[src/ffba_pkg.sv]
package ffba_pkg;

    localparam int ARENA_BYTES_DEF  = 65536;
    localparam int HEADER_BYTES_DEF = 24;
    localparam int ALIGN_BYTES_DEF  = 8;
    localparam int MIN_REMAINDER    = 8;

    localparam logic ACT_ALLOC = 1'b0;
    localparam logic ACT_FREE  = 1'b1;

    typedef enum logic [1:0] {
        ST_DONE   = 2'd0,
        ST_ZERO   = 2'd1,
        ST_NOFIT  = 2'd2
    } status_t;

    typedef struct packed {
        logic        action;
        logic [15:0] request_bytes;
        logic [15:0] payload_offset;
    } in_beat_t;

    typedef struct packed {
        logic [15:0] grant_offset;
        logic [1:0]  status;
    } out_beat_t;

    // fields of a tag are below_free, below_len, is_free, len, fwd nil+17b, back nil+17b
    typedef struct packed {
        logic        below_free;
        logic [16:0] below_len;
        logic        is_free;
        logic [16:0] len;
        logic        fwd_nil;
        logic [16:0] fwd;
        logic        back_nil;
        logic [16:0] back;
    } tag_t;

    typedef enum logic [4:0] {
        S_INIT0, S_INIT1, S_IDLE, S_DEC,
        S_RD, S_WAIT, S_CHK,
        S_CARVE0, S_CARVE1, S_CARVE2, S_CARVE3, S_CARVE4,
        S_UNL0, S_UNL1, S_UNL2, S_UNL3,
        S_MARK0, S_MARK1, S_MARK2, S_MARK3,
        S_FR0, S_FR1, S_FR2, S_FR3, S_FR4, S_FR5, S_FR6,
        S_OUT
    } fsm_t;

    typedef enum logic [3:0] {
        OP_NONE, OP_INIT0, OP_INIT1, OP_LOAD, OP_RDCUR, OP_LATCH, OP_NEXT,
        OP_CARVE_O, OP_CARVE_U, OP_RD_A, OP_WR_A_BLEN,
        OP_UNLINK, OP_RD_TAKEN, OP_MARK, OP_FREE, OP_RESULT
    } op_t;

    typedef struct packed {
        op_t        op;
        logic [2:0] sub;
    } cmd_t;

    typedef struct packed {
        logic is_alloc;
        logic zero_req;
        logic free_ok_addr;
        logic cur_valid;
        logic walk_over;
        logic fits;
        logic split;
        logic tag_free;
        logic a_in;
        logic f_in;
        logic b_in;
        logic head_in;
    } sts_t;

endpackage

[src/ffba_ctrl.sv]
module ffba_ctrl (
    input  logic          clk,
    input  logic          rst_n,
    input  logic          in_valid,
    output logic          in_stall,
    output logic          out_valid,
    input  logic          out_stall,
    output ffba_pkg::cmd_t cmd,
    input  ffba_pkg::sts_t sts
);
    import ffba_pkg::*;

    fsm_t state_reg, state_next;
    logic out_valid_reg, out_valid_next;

    always_ff @(posedge clk or negedge rst_n)
    begin
        if (!rst_n)
        begin
            state_reg     <= S_INIT0;
            out_valid_reg <= 1'b0;
        end
        else
        begin
            state_reg     <= state_next;
            out_valid_reg <= out_valid_next;
        end
    end

    assign out_valid = out_valid_reg;

    always_comb
    begin
        state_next     = state_reg;
        out_valid_next = out_valid_reg && out_stall;
        in_stall       = 1'b1;
        cmd.op         = OP_NONE;
        cmd.sub        = 3'd0;
        unique case (state_reg)
            S_INIT0:
            begin
                cmd.op = OP_INIT0;
                state_next = S_INIT1;
            end
            S_INIT1:
            begin
                cmd.op = OP_INIT1;
                state_next = S_IDLE;
            end
            S_IDLE:
            begin
                in_stall = 1'b0;
                if (in_valid)
                begin
                    cmd.op = OP_LOAD;
                    state_next = S_DEC;
                end
            end
            S_DEC:
            begin
                if (sts.is_alloc)
                    state_next = sts.zero_req ? S_OUT : S_RD;
                else
                    state_next = sts.free_ok_addr ? S_FR0 : S_OUT;
            end
            S_RD:
            begin
                if (!sts.cur_valid || sts.walk_over)
                    state_next = S_OUT;
                else
                begin
                    cmd.op = OP_RDCUR;
                    state_next = S_WAIT;
                end
            end
            S_WAIT:
            begin
                cmd.op = OP_LATCH;
                state_next = S_CHK;
            end
            S_CHK:
            begin
                if (sts.fits)
                    state_next = sts.split ? S_CARVE0 : S_UNL0;
                else
                begin
                    cmd.op = OP_NEXT;
                    state_next = S_RD;
                end
            end
            S_CARVE0:
            begin
                cmd.op = OP_CARVE_O;
                state_next = S_CARVE1;
            end
            S_CARVE1:
            begin
                cmd.op = OP_CARVE_U;
                state_next = S_CARVE2;
            end
            S_CARVE2:
            begin
                cmd.op = OP_RD_A;
                state_next = S_CARVE3;
            end
            S_CARVE3:
            begin
                cmd.op = OP_LATCH;
                cmd.sub = 3'd1;
                state_next = S_CARVE4;
            end
            S_CARVE4:
            begin
                cmd.op = OP_WR_A_BLEN;
                state_next = S_MARK0;
            end
            S_UNL0:
            begin
                cmd.op = OP_UNLINK;
                cmd.sub = 3'd0;
                state_next = S_UNL1;
            end
            S_UNL1:
            begin
                cmd.op = OP_LATCH;
                cmd.sub = 3'd2;
                state_next = S_UNL2;
            end
            S_UNL2:
            begin
                cmd.op = OP_UNLINK;
                cmd.sub = 3'd1;
                state_next = S_UNL3;
            end
            S_UNL3:
            begin
                cmd.op = OP_LATCH;
                cmd.sub = 3'd3;
                state_next = S_MARK0;
            end
            S_MARK0:
            begin
                cmd.op = OP_RD_TAKEN;
                state_next = S_MARK1;
            end
            S_MARK1:
            begin
                cmd.op = OP_LATCH;
                cmd.sub = 3'd4;
                state_next = S_MARK2;
            end
            S_MARK2:
            begin
                cmd.op = OP_MARK;
                cmd.sub = 3'd0;
                state_next = S_MARK3;
            end
            S_MARK3:
            begin
                cmd.op = OP_MARK;
                cmd.sub = 3'd1;
                state_next = S_OUT;
            end
            S_FR0:
            begin
                cmd.op = OP_FREE;
                cmd.sub = 3'd0;
                state_next = S_FR1;
            end
            S_FR1:
            begin
                cmd.op = OP_LATCH;
                cmd.sub = 3'd4;
                state_next = S_FR2;
            end
            S_FR2:
            begin
                if (sts.tag_free)
                    state_next = S_OUT;
                else
                begin
                    cmd.op = OP_FREE;
                    cmd.sub = 3'd1;
                    state_next = S_FR3;
                end
            end
            S_FR3:
            begin
                cmd.op = OP_FREE;
                cmd.sub = 3'd2;
                state_next = S_FR4;
            end
            S_FR4:
            begin
                cmd.op = OP_LATCH;
                cmd.sub = 3'd1;
                state_next = S_FR5;
            end
            S_FR5:
            begin
                cmd.op = OP_FREE;
                cmd.sub = 3'd3;
                state_next = S_FR6;
            end
            S_FR6:
            begin
                cmd.op = OP_FREE;
                cmd.sub = 3'd4;
                state_next = S_OUT;
            end
            S_OUT:
            begin
                if (!out_valid_reg)
                begin
                    cmd.op = OP_RESULT;
                    out_valid_next = 1'b1;
                    state_next = S_IDLE;
                end
            end
            default: state_next = S_IDLE;
        endcase
    end

`ifndef SYNTHESIS
    a_no_take_while_busy: assert property (@(posedge clk) disable iff (!rst_n)
        (state_reg != S_IDLE) |-> in_stall)
        else $error("input taken while busy");
    a_out_hold: assert property (@(posedge clk) disable iff (!rst_n)
        (out_valid && out_stall) |=> out_valid)
        else $error("result dropped under stall");
    a_one_result: assert property (@(posedge clk) disable iff (!rst_n)
        (cmd.op == OP_RESULT) |-> !out_valid)
        else $error("result overwrites pending beat");
`endif
endmodule

[config.mk]
export PLATFORM = sky130hd
export DESIGN_NAME = ffba_ctrl
export DESIGN_NICKNAME = d
export VERILOG_FILES = /design/src/ffba_pkg.sv /design/src/ffba_ctrl.sv
export SDC_FILE = /design/constraint.sdc
export NUM_CORES = 1
export LEC_CHECK = 0
export ABC_CLOCK_PERIOD_IN_PS = 4700
export BUFFER_PORTS_ARGS = -buffer_cell sky130_fd_sc_hd__buf_2
export CELL_PAD_IN_SITES_DETAIL_PLACEMENT = 1
export CELL_PAD_IN_SITES_GLOBAL_PLACEMENT = 2
export CORE_MARGIN = 5
export CORE_UTILIZATION = 30
export DETAILED_ROUTE_END_ITERATION = 10
export PLACE_DENSITY = 0.92
export SYNTH_ARGS = -nofsm -noshare
export SYNTH_HDL_FRONTEND = slang
export SYNTH_SLANG_ARGS = --single-unit
[constraint.sdc]
create_clock -name clk -period 4.7 [get_ports clk]
set_clock_uncertainty 0.2 [all_clocks]
set_input_delay 0.235 -clock clk [delete_from_list [all_inputs] [get_ports clk]]
set_output_delay 0.235 -clock clk [all_outputs]
set_load 0.02 [all_outputs]
==> results by stage <==
Setup path:
- The endpoint of the worst-slack reg-to-reg timing path is state_reg[0].
- The data required time at the worst endpoint is 4.26 ns.
- The highest fanout seen on the critical path is 30.
- The launch instance of the worst register-to-register path is state_reg[0].
- Walking the worst path, the cells encountered are nand2_1, o221ai_1, o21ai_2, o21bai_1, buf_2.
- The master of the slowest instance on the critical path is sky130_fd_sc_hd__dfrtp_1.
- The type of destination of the critical path is a primary output.
- Counting both buffers and inverters, the worst setup path holds a total of 1.
- STA classifies the critical path startpoint as a flop.
- The worst setup path is of the reg2out kind.
- The worst register-to-register path has a setup slack of 1.95 ns.
- The kind of cell with the highest combined delay on the critical path is flip-flops.
- The endpoint arrival time on the critical path is 2.53 ns.
- The cell count of the worst reg-to-reg path is 4.
- Tracing the worst setup path back leads to its startpoint at state_reg[0].
- The delay of the slowest critical-path stage is 0.96 ns.

Logic synthesis:
- The number of nets produced by synthesis is 156.
- Synthesis inferred 6 register bits.
- The share of synthesized registers carrying an async set or reset is 100%.
- The netlist area before placement is 973 µm².
- The count of flip-flops with a built-in enable after synthesis is 0.
- The mean instance size in the synthesized netlist is 6.95 µm².
- The predominant post-synthesis flop cell is sky130_fd_sc_hd__dfrtp_1.
- The number of different library cells used by synthesis comes to 48.
- After technology mapping, the gate count stands at 140.
- During synthesis, Yosys emitted a total of 0 warnings.
- The sequential-to-total area share from yosys stat is 15.4%.

Layout:
- Summing all multi-input logic gate instances after layout gives 727 µm².
- The final standard cell utilization of the core is 35.5%.
- The area of all sequential standard cells is 150 µm².
- Of the cells placed in the final design, the portion with a size suffix greater than 1 is 17.9%.
- The number of fill cells is 412.
- The flip-flop count of the largest register after layout is 5.
- The layout-stage area growth over the synthesis result is 12.3%.
- The count of inserted antenna diode cells is 0.
- The net count of the finished layout is 169.

Clock network:
- The clock insertion delay at the later pin of the skew report is 0.24 ns.
- The H-tree depth is 1.
- The maximum root-to-sink buffer count is 2.
- TritonCTS built the clock tree.
- The clock slew at the register clock pins of the worst setup and hold paths is 0.04 ns.
- The number of clock buffers added by TritonCTS is 3.
- The number of clock sinks is 6.
- The cell at the root of the clock tree is sky130_fd_sc_hd__clkbuf_4.
- Post-CTS timing repair inserted 0 buffers for setup.

Routing:
- The detailed router placed 1117 vias in this run.
- In this run the remaining antenna-violating nets after routing total 0.
- Using the TritonRoute via totals, the vias-per-cell ratio works out to 5.73.
- Summed over all layers, the routed wires come to 3120 µm.
- The count of unresolved DRC violations after routing is 0.
- The wire length per cell is 16.0 µm.
- For this run, the detailed router's first-pass iteration total came to 4.
- After the first detailed-routing iteration, the DRC count stood at 48.

Placed design:
- Summed over all nets, the half-perimeter wirelength after detailed placement is 2260 µm.
- The worst slack at placement is 2.04 ns.
- The congestion estimate from routability-driven global placement came to 0.802.
- The number of buffer cells added on primary ports is 20.

Min path:
- In this run the worst hold path is classified as in2async.

Global routing:
- The via count of the first global-routing pass is 1167.
- The total congestion overflow is 0.
- The number of antenna violations at the first check in global routing is 0.
- The wire length of the first global-routing pass is 5350 µm.
- The maximum number of pins on one net before global-route repair is 32.
- The combined global-route utilization of all metal layers is 15.1%.

Floorplan:
- The initialized floorplan defines 20 standard-cell rows.
- Measured along the x axis, the die boundary spans 67.0 µm.
- The floorplan step defined a die boundary enclosing 0.00448 mm².
- The floorplan step defined a core boundary enclosing 0.00308 mm².
- Once the floorplan was initialized, standard cells occupied 31.6% of the core.
- Measured along the y axis, the die boundary spans 67.0 µm.
- The I/O pin count is 25.

STA:
- The total count of hold-check failures in the final report came to 0.
- The aggregate negative setup slack is 0 ns.
- The count of final setup violators is 0.
- At the pin with the least slew margin, the transition time is 0.957 ns.
- The worst path needs 2.96 ns of the cycle, external delays included.
- The number of max-slew violations in the final report is 0.
- Setup repair after global routing left no endpoint under its margin.
- Hold timing on the final database bottoms out at a slack of 0.140 ns.
- Setup slack closes at 1.74 ns.
- The highest achievable clock rate is 337 MHz.
- The worst-case headroom to the max-slew limit is 36.2%.
- In the finished design, the share of the clock period the worst path needs comes to 63.1%.

Run:
- Across the run, the number of max-cap violations was 0.

Power:
- The worst IR drop on VDD is 0.000266 V.
- The static leakage is 0.445 nW.
- The total power of the final layout is 0.819 mW.
- The power density relative to cell area is 749 mW/mm².

Run status:
- The run finished with clean final reports.
==> stage by stage <==
step / instance area [µm²] / instances
2_1_floorplan: 973 / 140
3_3_place_gp: 1050 / 190
3_5_place_dp: 1050 / 190
4_1_cts: 1090 / 195
5_1_grt: 1090 / 195
6_report: 1090 / 195
==> area by class of cell <==
class                           count  area share (%)
Multi-Input combinational cell    115            66.5
Tap cell                           44            5.03
Clock buffer                        3            2.06
Inverter                            5            1.72
Sequential cell                     6            13.7
Timing Repair Buffer               22            11.0
==> report_power, final <==
group	switching, mW	internal, mW	leakage, nW
registers	0.145	0.0733	0.0724
clock network	0.0179	0.0288	0.0138
logic	0.311	0.243	0.359
total	0.475	0.345	0.445
==> cell usage after synthesis (all sizes together), types with 2 or more instances <==
cell type  instances  area (µm²)
o311ai             2        17.5
o21ai              6        33.8
or3                4        25.0
inv                5        18.8
nor3               4        20.0
nor2b              8        50.1
a2bb2oi            2        17.5
a21oi             10        50.1
dfrtp              6         150
nor2               8        30.0
buf               12        70.1
o21a               2        15.0
a22oi              3        22.5
o211a              2        20.0
a211oi             4        30.0
o211ai             4        30.0
o22ai              2        12.5
xnor2              2        17.5
nand2b             8        50.1
clkbuf             2        7.51
o32ai              2        17.5
o221ai             2        17.5
a2111oi            3        26.3
nand3              3        15.0
nand2             16        60.1
==> worst register-to-register path, delay by kind of cell (launching register included) <==
kind / cells / cell delay (ns)
AO/OA/AOI/OAI: 2 / 0.40
flip-flops: 1 / 0.96
AND/OR/NAND/NOR: 2 / 1.11
==> repair_timing <==
item / 4_1_cts / 5_1_grt
gates resized for setup: 0 / 0
hold buffers: 2 / 0
hold endpoints to repair: 7 / 0
endpoints found under the setup margin: 0 / 0
==> kinds of logic after synthesis <==
family,after synthesis,synth area share (%)
AND/OR/NAND/NOR,58,31.5
flip-flops,6,15.4
buffers and inverters,19,9.90
multiplexers,2,2.19
AO/OA/AOI/OAI,53,39.2
XOR/XNOR,2,1.80
==> metal layers <==
layer	track usage, %	vias up	share of wire (%)
met4	3.29	0	0.45
met1	19.6	539	46
met2	26.0	31	49
li1	-	545	-
met5	0	-	0
met3	2.19	2	4.8
==> layout by cell type (no fill, tap or decap), types with 3 or more instances in the layout <==
cell,instances
sky130_fd_sc_hd__o21ai_0,3
sky130_fd_sc_hd__nand2_1,16
sky130_fd_sc_hd__a21oi_1,10
sky130_fd_sc_hd__a2111oi_0,3
sky130_fd_sc_hd__dfrtp_1,6
sky130_fd_sc_hd__a211oi_1,4
sky130_fd_sc_hd__inv_1,5
sky130_fd_sc_hd__nand2b_1,8
sky130_fd_sc_hd__nand3_1,3
sky130_fd_sc_hd__a22oi_1,3
sky130_fd_sc_hd__or3_1,4
sky130_fd_sc_hd__nor2_1,8
sky130_fd_sc_hd__nor2b_1,8
sky130_fd_sc_hd__buf_2,20
sky130_fd_sc_hd__o211ai_1,4
sky130_fd_sc_hd__nor3_1,4
sky130_fd_sc_hd__clkbuf_4,3
==> worst max-delay path by stage <==
| stage | depth (start not counted) | to |
|---|---|---|
| after floorplan | 6 | cmd[1] |
| after global placement | 5 | cmd[4] |
| after detailed placement | 4 | state_reg[0] |
| after CTS | 5 | cmd[4] |
| after global routing | 5 | cmd[4] |
| final | 5 | cmd[4] |
Power figures use the tool's default switching activity.
